==> config.mk <==
export PLATFORM = sky130hd
export DESIGN_NAME = mdio_management_master_core
export DESIGN_NICKNAME = d
export VERILOG_FILES = /design/src/rtl/mdiomm_pkg.sv /design/src/rtl/mdiomm_engine.sv /design/src/rtl/mdio_management_master_core.sv
export SDC_FILE = /design/constraint.sdc
export NUM_CORES = 1
export LEC_CHECK = 0
export BUFFER_PORTS_ARGS = -buffer_cell sky130_fd_sc_hd__buf_4
export CAP_MARGIN = 20
export CELL_PAD_IN_SITES_DETAIL_PLACEMENT = 1
export CELL_PAD_IN_SITES_GLOBAL_PLACEMENT = 1
export CORE_MARGIN = 1
export CORE_UTILIZATION = 40
export CTS_CLUSTER_SIZE = 28
export DETAILED_ROUTE_END_ITERATION = 16
export PLACE_DENSITY = 0.84
export SLEW_MARGIN = 40
export SYNTH_ARGS = -nofsm -noshare
export SYNTH_HDL_FRONTEND = slang
export SYNTH_SLANG_ARGS = --single-unit
==> constraint.sdc <==
create_clock -name aclk -period 3.8 [get_ports aclk]
set_clock_uncertainty 0.2 [all_clocks]
set_input_delay 0.76 -clock aclk [delete_from_list [all_inputs] [get_ports aclk]]
set_output_delay 0.76 -clock aclk [all_outputs]
set_load 0.01 [all_outputs]
==> src/rtl/mdiomm_pkg.sv <==
// shared types and constants for the mdio management master
`default_nettype none

package mdiomm_pkg;

    // command codes carried in the input tuser
    typedef enum logic [2:0] {
        CMD_TICK        = 3'd0,
        CMD_WRITE_FRAME = 3'd1,
        CMD_READ_FRAME  = 3'd2,
        CMD_CLEAR_DONE  = 3'd3,
        CMD_READ_STATUS = 3'd4
    } cmd_t;

    // configuration register indexes
    typedef enum logic [1:0] {
        CFG_MDC_DIVIDER  = 2'd0,
        CFG_HOLD_CYCLES  = 2'd1,
        CFG_PREAMBLE_OFF = 2'd2
    } cfg_index_t;

    localparam int CFG_INDEX_W  = 2;
    localparam int CFG_DATA_W   = 6;
    localparam int CFG_DIV_W    = 6;
    localparam int HOLD_W       = 3;
    localparam int HOLD_CNT_W   = 4;
    localparam int SEQ_W        = 7;
    localparam int CAPTURE_W    = 16;

    // sequence positions: preamble 0..31, frame 32..63
    localparam logic [SEQ_W-1:0] SEQ_FRAME_START = 7'd32;
    localparam logic [SEQ_W-1:0] SEQ_RELEASE     = 7'd47;
    localparam logic [SEQ_W-1:0] SEQ_DATA        = 7'd48;
    localparam logic [SEQ_W-1:0] SEQ_END         = 7'd64;

    // frame bit that marks a read opcode
    localparam int FRAME_READ_BIT = 29;

    localparam int IN_TDATA_W  = 40;
    localparam int IN_TUSER_W  = 3;
    localparam int OUT_TDATA_W = 40;

    // one result word, mdc in the lowest bit
    typedef struct packed {
        logic        busy_res;
        logic        done_flag;
        logic [31:0] read_value;
        logic        mdio_drive;
        logic        mdio_out;
        logic        mdc;
    } result_t;

    localparam int RESULT_W = $bits(result_t);

endpackage

`default_nettype wire

==> src/rtl/mdiomm_engine.sv <==
// mdc divider, frame shifter and frame register of the mdio master
`default_nettype none

module mdiomm_engine #(
    parameter int DIVIDER_BITS = 6
) (
    input  wire logic                              aclk,
    input  wire logic                              aresetn,
    input  wire logic                              step_en,
    input  wire mdiomm_pkg::cmd_t                  cmd,
    input  wire logic [31:0]                       frame_word,
    input  wire logic                              mdio_in,
    input  wire logic [DIVIDER_BITS-1:0]           divider,
    input  wire logic [mdiomm_pkg::HOLD_W-1:0]     hold_cycles,
    input  wire logic                              preamble_off,
    output mdiomm_pkg::result_t                    result_next
);

    // part of the state that one bit advance touches
    typedef struct packed {
        logic [31:0]                   fr;
        logic [31:0]                   sr;
        logic [mdiomm_pkg::SEQ_W-1:0]  bc;
        logic                          busy;
        logic                          done;
    } adv_t;

    logic [31:0]                         frame_reg,   frame_next;
    logic [31:0]                         shift_reg,   shift_next;
    logic [mdiomm_pkg::SEQ_W-1:0]        bit_count_reg, bit_count_next;
    logic [DIVIDER_BITS-1:0]             phase_reg,   phase_next;
    logic                                level_reg,   level_next;
    logic [mdiomm_pkg::HOLD_CNT_W-1:0]   hold_count_reg, hold_count_next;
    logic                                busy_reg,    busy_next;
    logic                                done_reg,    done_next;
    logic [mdiomm_pkg::CAPTURE_W-1:0]    capture_reg, capture_next;

    // move to the next sequence bit, closing the frame at its end
    function automatic adv_t advance(input adv_t a, input logic [15:0] cap);
        adv_t r;
        r = a;
        if (a.bc >= mdiomm_pkg::SEQ_FRAME_START) begin
            r.sr = {a.sr[30:0], 1'b0};
        end
        r.bc = a.bc + 7'd1;
        if (r.bc >= mdiomm_pkg::SEQ_END) begin
            r.busy = 1'b0;
            r.done = 1'b1;
            if (a.fr[mdiomm_pkg::FRAME_READ_BIT]) begin
                r.fr = {a.fr[31:16], cap};
            end
        end
        return r;
    endfunction

    // next state and result of one word
    always_comb begin
        adv_t        st;
        logic        rising;
        logic [31:0] rv;
        logic        drive;
        logic        bit_out;

        st              = '{fr: frame_reg, sr: shift_reg, bc: bit_count_reg,
                            busy: busy_reg, done: done_reg};
        phase_next      = phase_reg;
        level_next      = level_reg;
        hold_count_next = hold_count_reg;
        capture_next    = capture_reg;
        rising          = 1'b0;
        rv              = '0;

        case (cmd)
            mdiomm_pkg::CMD_TICK: begin
                if (divider == '0) begin
                    phase_next = '0;
                    level_next = 1'b0;
                end else begin
                    // mdc divider
                    if (phase_reg >= divider) begin
                        phase_next = '0;
                        level_next = ~level_reg;
                        rising     = ~level_reg;
                    end else begin
                        phase_next = phase_reg + DIVIDER_BITS'(1);
                    end
                    // shifter
                    if (busy_reg) begin
                        if (rising) begin
                            if (hold_count_reg != '0) begin
                                st              = advance(st, capture_reg);
                                hold_count_next = '0;
                            end
                            if (st.busy) begin
                                if (st.fr[mdiomm_pkg::FRAME_READ_BIT] &&
                                    st.bc >= mdiomm_pkg::SEQ_DATA) begin
                                    capture_next = {capture_reg[14:0], mdio_in};
                                end
                                hold_count_next = {1'b0, hold_cycles} + 4'd1;
                            end
                        end else if (hold_count_reg != '0) begin
                            hold_count_next = hold_count_reg - 4'd1;
                            if (hold_count_next == '0) begin
                                st = advance(st, capture_reg);
                            end
                        end
                    end
                end
            end
            mdiomm_pkg::CMD_WRITE_FRAME: begin
                if (!busy_reg) begin
                    st.fr           = frame_word;
                    st.sr           = frame_word;
                    st.bc           = preamble_off ? mdiomm_pkg::SEQ_FRAME_START : '0;
                    st.busy         = 1'b1;
                    hold_count_next = '0;
                    capture_next    = '0;
                end
            end
            mdiomm_pkg::CMD_READ_FRAME: begin
                rv = frame_reg;
            end
            mdiomm_pkg::CMD_CLEAR_DONE: begin
                if (frame_word[0]) begin
                    st.done = 1'b0;
                end
            end
            mdiomm_pkg::CMD_READ_STATUS: begin
                rv = {29'd0, level_reg, busy_reg, done_reg};
            end
            default: begin
            end
        endcase

        frame_next     = st.fr;
        shift_next     = st.sr;
        bit_count_next = st.bc;
        busy_next      = st.busy;
        done_next      = st.done;

        // pin drive: released from the second turnaround bit of a read
        drive   = st.busy && !(st.fr[mdiomm_pkg::FRAME_READ_BIT] &&
                               st.bc >= mdiomm_pkg::SEQ_RELEASE);
        bit_out = 1'b1;
        if (drive && st.bc >= mdiomm_pkg::SEQ_FRAME_START) begin
            bit_out = st.sr[31];
        end

        result_next.mdc        = level_next;
        result_next.mdio_out   = bit_out;
        result_next.mdio_drive = drive;
        result_next.read_value = rv;
        result_next.done_flag  = st.done;
        result_next.busy_res   = st.busy;
    end

    // state registers
    always_ff @(posedge aclk) begin
        if (!aresetn) begin
            frame_reg      <= '0;
            shift_reg      <= '0;
            bit_count_reg  <= '0;
            phase_reg      <= '0;
            level_reg      <= 1'b0;
            hold_count_reg <= '0;
            busy_reg       <= 1'b0;
            done_reg       <= 1'b0;
            capture_reg    <= '0;
        end else if (step_en) begin
            frame_reg      <= frame_next;
            shift_reg      <= shift_next;
            bit_count_reg  <= bit_count_next;
            phase_reg      <= phase_next;
            level_reg      <= level_next;
            hold_count_reg <= hold_count_next;
            busy_reg       <= busy_next;
            done_reg       <= done_next;
            capture_reg    <= capture_next;
        end
    end

endmodule

`default_nettype wire

==> src/rtl/mdio_management_master_core.sv <==
// top level of the mdio management master: config registers and result buffer
`default_nettype none

// MDIO management master. Each input word carries a command in tuser: a tick
// advances the MDC divider and the frame shifter, a write while not busy loads
// a 32-bit clause 22/45 frame word and starts it (preamble of 32 ones unless
// preamble_off), a read returns the frame register (with read data in its low
// half once a read frame is done), clear done drops the done flag when data
// bit 0 is set, and read status returns {mdc, busy, done}. Every input word
// gives exactly one result word with the MDC level, the MDIO output and drive
// enable, the read value and the flags after that word. One word is accepted
// per clock: the state update is a single combinational step into the state
// registers, and results go to an output register backed by a one-word skid
// buffer, so s_tready only drops when two results wait. MDC half period is
// mdc_divider+1 tick words; a divider of zero holds MDC low.
module mdio_management_master_core #(
    parameter int DIVIDER_BITS = 6
) (
    input  wire logic                                  aclk,
    input  wire logic                                  aresetn,
    // configuration write channel
    input  wire logic                                  cfg_valid,
    output      logic                                  cfg_ready,
    input  wire logic [mdiomm_pkg::CFG_INDEX_W-1:0]    cfg_index,
    input  wire logic [mdiomm_pkg::CFG_DATA_W-1:0]     cfg_data,
    // input words
    input  wire logic                                  s_tvalid,
    output      logic                                  s_tready,
    // frame_word [31:0], mdio_in [32], zero [39:33]
    input  wire logic [mdiomm_pkg::IN_TDATA_W-1:0]     s_tdata,
    // cmd [2:0]
    input  wire logic [mdiomm_pkg::IN_TUSER_W-1:0]     s_tuser,
    // result words
    output      logic                                  m_tvalid,
    input  wire logic                                  m_tready,
    // mdc [0], mdio_out [1], mdio_drive [2], read_value [34:3],
    // done_flag [35], busy_res [36], zero [39:37]
    output      logic [mdiomm_pkg::OUT_TDATA_W-1:0]    m_tdata
);

    logic [DIVIDER_BITS-1:0]           divider_reg;
    logic [mdiomm_pkg::HOLD_W-1:0]     hold_cycles_reg;
    logic                              preamble_off_reg;
    logic [DIVIDER_BITS+mdiomm_pkg::CFG_DIV_W-1:0] divider_wide;

    mdiomm_pkg::result_t               result_next;
    mdiomm_pkg::result_t               main_reg;
    mdiomm_pkg::result_t               skid_reg;
    logic                              main_valid_reg;
    logic                              skid_valid_reg;
    logic                              step_en;
    logic                              take;

    assign cfg_ready = 1'b1;
    assign divider_wide = {{DIVIDER_BITS{1'b0}}, cfg_data[mdiomm_pkg::CFG_DIV_W-1:0]};

    // configuration registers
    always_ff @(posedge aclk) begin
        if (!aresetn) begin
            divider_reg      <= '0;
            hold_cycles_reg  <= '0;
            preamble_off_reg <= 1'b0;
        end else if (cfg_valid && cfg_ready) begin
            case (mdiomm_pkg::cfg_index_t'(cfg_index))
                mdiomm_pkg::CFG_MDC_DIVIDER: begin
                    divider_reg <= divider_wide[DIVIDER_BITS-1:0];
                end
                mdiomm_pkg::CFG_HOLD_CYCLES: begin
                    hold_cycles_reg <= cfg_data[mdiomm_pkg::HOLD_W-1:0];
                end
                mdiomm_pkg::CFG_PREAMBLE_OFF: begin
                    preamble_off_reg <= cfg_data[0];
                end
                default: begin
                end
            endcase
        end
    end

    assign s_tready = ~skid_valid_reg;
    assign step_en  = s_tvalid & s_tready;
    assign take     = main_valid_reg & m_tready;

    mdiomm_engine #(
        .DIVIDER_BITS (DIVIDER_BITS)
    ) u_engine (
        .aclk         (aclk),
        .aresetn      (aresetn),
        .step_en      (step_en),
        .cmd          (mdiomm_pkg::cmd_t'(s_tuser)),
        .frame_word   (s_tdata[31:0]),
        .mdio_in      (s_tdata[32]),
        .divider      (divider_reg),
        .hold_cycles  (hold_cycles_reg),
        .preamble_off (preamble_off_reg),
        .result_next  (result_next)
    );

    // output register with one-word skid buffer
    always_ff @(posedge aclk) begin
        if (!aresetn) begin
            main_valid_reg <= 1'b0;
            skid_valid_reg <= 1'b0;
        end else begin
            if (step_en) begin
                if (!main_valid_reg || take) begin
                    main_valid_reg <= 1'b1;
                end else begin
                    skid_valid_reg <= 1'b1;
                end
            end else if (take) begin
                main_valid_reg <= skid_valid_reg;
                skid_valid_reg <= 1'b0;
            end
        end
    end

    // result payload
    always_ff @(posedge aclk) begin
        if (step_en) begin
            if (!main_valid_reg || take) begin
                main_reg <= result_next;
            end else begin
                skid_reg <= result_next;
            end
        end else if (take && skid_valid_reg) begin
            main_reg <= skid_reg;
        end
    end

    assign m_tvalid = main_valid_reg;
    assign m_tdata  = {{(mdiomm_pkg::OUT_TDATA_W - mdiomm_pkg::RESULT_W){1'b0}}, main_reg};

endmodule

`default_nettype wire
**Word level (Yosys, flattened, before mapping)**

Index checks and enable logic that the tools add are counted.
Widths: inputs -> output; s select.

- Register bits: 186
- Input port bits: 56
- Output and inout port bits: 43
- Word-level logic and storage cells: 141

- $add $sub $neg: 4
- Magnitude comparators: 6
- Equal/unequal tests: 18
- Multiplexer cells: 53
- Bitwise logic cells: 5
- Reductions and logical operators: 27

Operators by type and width:

| kind | number |
|---|---|
| $mux 73 | 10 |
| $pmux 72 s2 | 1 |
| $mux 37 | 3 |
| $mux 16 | 6 |
| $mux 72 | 1 |
| $pmux 32 s2 | 1 |
| $mux 30 | 2 |
| $mux 32 | 1 |
| $pmux 16 s2 | 1 |
| $ge 7x6->1 const B | 4 |
| $mux 4 | 7 |
| $mux 6 | 3 |
| $reduce_and 2->1 | 8 |
| $mux 1 | 14 |
| $reduce_and 7->1 | 2 |
| $ne 2x1->1 const B | 6 |
| $ne 3x1->1 const B | 3 |
| $pmux 4 s2 | 1 |
| $reduce_and 8->1 | 1 |
| $add 7x1->7 const B | 1 |
| $ge 7x7->1 const B | 1 |
| $add 6x1->6 const B | 1 |
| $eq 3x2->1 const B | 2 |
| $ge 6x6->1 | 1 |
| other kinds (20) | 32 |

**Depth between registers and ports, before layout**

- Depth in word-level cells: 20
- Mapped depth: 17
- Gate-level depth less buffers: 17

**Cells and area by module**

A second synthesis with hierarchy kept.

- Cell total of the unflattened synthesis: 863
- Area total of the unflattened synthesis: 8644.5 sq um

By module, submodules not included:

| module | times used | cells an instance | area an instance (sq um) | seq. area each (sq um) |
|---|---|---|---|---|
| mdiomm_engine | 1 | 685 | 5422.7 | 2001.9 |
| mdio_management_master_core | 1 | 178 | 3221.8 | 2462.4 |

**Worst setup path after synthesis**

OpenSTA, ideal clock, no wires.

- Kind: input to register
- Start: input s_tvalid
- End: register main_reg (netlist bit m_tdata[0]), enable pin
- Library setup time: 444 ps
- Arrival time: 3287 ps
- Data required time: 3156 ps
- Setup slack: -131 ps
- Stages on the path: 5
- Buffers on the path: 2
- Cell sequence: nor2b_1 -> clkbuf_1 -> clkbuf_1 -> a21oi_1 -> a21oi_1

- Cells in the longest elaborated chain, start to end: 3
- Elaborated cells on any way between the ends: 4
- Those cells by class: eq/ne: 1; bitwise: 1; reduce/logical: 2

RTL lines:

| element | RTL line | RTL |
|---|---|---|
| from (decl) | mdio_management_master_core.sv:27 | `input wire logic s_tvalid,` |
| $and 1x1->1 * | mdio_management_master_core.sv:81 | `assign step_en = s_tvalid & s_tready;` |
| $ne 2x1->1 (no line) or $reduce_bool 2->1 (tied branches) | - |  |
| $reduce_and 2->1 (no line) * | - |  |
| to (signal assigned) | mdio_management_master_core.sv:122 | `main_reg <= result_next;` |
| to (signal assigned) | mdio_management_master_core.sv:127 | `main_reg <= skid_reg;` |
| to (decl) | mdio_management_master_core.sv:47 | `mdiomm_pkg::result_t main_reg;` |

Every way passes the cells marked *; elsewhere a longest branch is shown, timed or not.
A chain may end at the register's enable or synchronous reset.

==> impl_metrics.py <==
metrics = {
    "floorplanning": {
        "num_rows": 53,
        "die_x_um": 150.2,
        "die_area_sq_um": 22560,
        "start_util_pct": 41.27,
        "core-area_sq_um": 21290,
        "pin_count": 99,
        "die_y_um": 150.2,
    },
    "finish": {
        "area_growth_pct": 24.98,
        "layout-drive-gt1-share_pct": 24.67,
        "nNetsFinal": 1121,
        "n_fill_cell": 2407,
        "final-instance-count-excl-fill": 1341,
        "diodes": 0,
    },
    "synthesis": {
        "synth_top_area_cell": "dfxtp_1",
        "ys_warn_count": 0,
        "syn-cell-area_sq_um": 8786,
        "netlist.area_leader.share_pct": 25.52,
        "synth_area_leaders": "dfxtp_1 26%, edfxtp_1 25%, nand2_1 5.9%",
        "avgSynthCellArea_sq_um": 9.219,
        "yosysSeqAreaShare_pct": 50.81,
        "ys.flop_type": "dfxtp_1",
        "synth-seq-cells": 186,
        "async_flop_share_pct": 0,
        "ys_types": 70,
        "synthTopCellsByCount": "137 x nand2_1, 118 x nor2_1, 112 x dfxtp_1",
        "netlist_instances": 953,
        "synth_edf_count": 74,
        "yosysMostFrequentCell": "nand2_1",
    },
    "detailed_routing": {
        "drtPass1Iterations": 5,
        "post_drt_wl_per_cell_um": 20.63,
        "drtIter0Drc": 526,
        "num_vias": 7820,
        "drc_errors": 0,
        "viasPerCell": 5.831,
        "ant_nets": 0,
        "wl_um": 27670,
    },
    "setup_path": {
        "critical_path.endpoint_type": "flip-flop",
        "worstPathCellList": "inv_2 -> ha_4 -> nand2b_4 -> a21o_1 -> a21o_1 -> a21o_1 -> a21o_1 -> a21o_1 -> ha_4 -> and4bb_4 -> buf_6 -> buf_4 -> o31a_1 -> o21bai_2 -> a31oi_2 -> o211ai_1 -> o211ai_2 -> a31oi_4 -> a31oi_1",
        "crit_slowest_cell": "dfxtp_2",
        "cp_top_family": "compound AO/OA/AOI/OAI gates",
        "crit_top_cell": "a21o_1",
        "slowest_delay_ns": 0.34,
        "crit_fanout": 4,
        "path_buf_inv": 3,
        "crit_required_ns": 3.76,
        "critPathLaunchType": "flip-flop",
        "crit_arrival_ns": 3.84,
        "criticalPathCategory": "reg -> reg",
    },
    "clock_tree": {
        "htreeDepth": 4,
        "cts_buffers": 17,
        "root_buffer": "clkbuf_16",
        "cts_sinks": 186,
        "cts.path.max_buffers": 2,
        "ctsHoldBuffers": 0,
        "cts_tree": "done",
        "worstSkewPairLatency_ns": 0.43,
        "cts.clk_slew.worst_paths_ns": 0.07,
    },
    "global_route": {
        "grt_pass1_wl_um": 41050,
        "grt_util_all_layers_pct": 23.43,
        "antenna_found_initial": 0,
        "grt_pass1_vias": 7813,
        "grt_overflow": 0,
        "grt_max_degree": 73,
    },
    "power_and_ir_drop": {
        "total_power_mw": 4.608,
        "p_sw_share_pct": 25.46,
        "power_leakage_nw": 4.083,
        "p_int_mw": 3.435,
        "pwr-share-seq_pct": 47.0,
        "p_switching_mw": 1.173,
        "peakVddDrop_uv": 288.9,
        "clockPowerShare_pct": 41.1,
        "combinationalPowerShare_pct": 11.9,
        "p_per_area_nw_per_um2": 419.6,
    },
    "outcome": {
        "violations": "setup timing",
        "status": "finished with violations",
    },
    "timing": {
        "setup_ws_ns": -0.07694,
        "rsz0062_at_grt": "yes",
        "fin_crit_ns": 3.877,
        "hold_viol": 0,
        "max_slew.worst_pin.slew_ns": 1.069,
        "finalSetupViolations": 5,
        "finalCritPeriodShare_pct": 102.0,
        "fmax_mhz": 257.9,
        "drv_slew": 0,
        "max_slew_margin_pct": 28.63,
    },
    "placement": {
        "dp_hpwl_um": 16880,
        "dp_cells": 1291,
        "place_congestion": 0.8466,
        "io_buffers": 87,
    },
    "hold_path": {
        "hp-class": "reg -> reg",
    },
    "flow_run": {
        "maxCapViolCount": 0,
    },
}
==> worst min-delay path, delay by kind of cell, from the launching register on <==
family	cells	cell delay, ns
simple gates	1	0.05
flops	1	0.31
compound gates	1	0.05
==> layout by cell type (no fill, tap or decap), types with 10 or more instances in the layout <==
cell type,synthesis,final
o21ai_1,9,13
edfxtp_1,74,74
nor3_1,22,21
o21ai_0,38,33
a22o_1,16,16
inv_1,16,15
dfxtp_1,112,109
nand2_1,137,136
ha_1,12,10
nand4_1,20,20
clkbuf_16,0,20
a21oi_1,73,68
a22oi_1,19,12
a211oi_1,18,15
o211ai_1,20,20
and2_1,34,34
mux2_2,29,29
nor2_1,118,114
buf_4,5,129
nand3_1,14,14
==> per-stage QoR <==
| step | cell area (sq um) | utilization, % | TNS, ns | worst slack (ns) | hold WS [ns] |
|---|---|---|---|---|---|
| 6_report | 10980 | 51.58 | -0.1622 | -0.07694 | 0.2557 |
| 5_1_grt | 10980 | 51.58 | -2.058 | -0.1820 | 0.2767 |
| 4_1_cts | 10630 | 49.94 | -0.7246 | -0.1396 | 0.2560 |
| 3_5_place_dp | 9943 | 46.71 | -1.449 | -0.1703 | 0.2458 |
| 3_3_place_gp | 9933 | 46.66 | -0.1922 | -0.09639 | 0.2369 |
| 2_1_floorplan | 8810 | - | 0 | 0.01519 | 0.2317 |
==> path summary, 6_finish.rpt <==
| check | start | end | slack, ns | depth (start not counted) |
|---|---|---|---|---|
| max | u_engine.phase_reg[0]$_SDFFE_PN0P_ | m_tdata[1]$_DFFE_PP_ | -0.08 | 19 |
| min | u_engine.frame_reg[22]$_SDFFE_PN0P_ | u_engine.frame_reg[22]$_SDFFE_PN0P_ | 0.26 | 2 |
| max reg2reg | u_engine.phase_reg[0]$_SDFFE_PN0P_ | m_tdata[1]$_DFFE_PP_ | -0.08 | 19 |
| min reg2reg | u_engine.frame_reg[22]$_SDFFE_PN0P_ | u_engine.frame_reg[22]$_SDFFE_PN0P_ | 0.26 | 2 |
==> layout make-up <==
cell class	count	area (sq um)	area share, %
clock buffer	19	442.9	4.034
clock inverter	13	186.4	1.698
inverter	18	67.56	0.6153
multi-input combinational	684	4205	38.30
sequential	186	4468	40.69
tap	275	344.1	3.134
timing repair buffer	146	1266	11.53
==> layer usage <==
| metal | vias to the layer above | wire, um | global-route usage, % |
|---|---|---|---|
| met5 | - | 0 | 0 |
| met4 | 0 | 656 | 8.232 |
| met3 | 50 | 1497 | 3.394 |
| met1 | 3897 | 11620 | 29.98 |
| li1 | 3611 | - | - |
| met2 | 262 | 13890 | 40.19 |
==> power by group through the flow <==
stage | Combinational (mW) | Clock, mW | Sequential (mW)
after floorplan | 0.261 | 0 | 2.21
after global placement | 0.475 | 0 | 2.20
after detailed placement | 0.491 | 0 | 2.21
after CTS | 0.508 | 1.91 | 2.16
after global routing | 0.588 | 1.98 | 2.17
final | 0.550 | 1.89 | 2.17
==> cells by family after synthesis <==
kind of cell,share of synthesized area (%)
adders and majority gates,1.709
DFF,50.81
buffers and inverters,3.973
muxes,4.799
xor gates and xnor gates,0.2991
other,0.08548
AOI/OAI and AO/OA,18.19
and+or+nand+nor,20.14
==> what timing repair did <==
action	CTS	global route
pin swaps	9	30
resized for setup	7	43
endpoints found under the hold margin	0	0
endpoints found under the setup margin	52	55
setup buffers	4	9
gates cloned	0	6
Power figures use the tool's default switching activity.
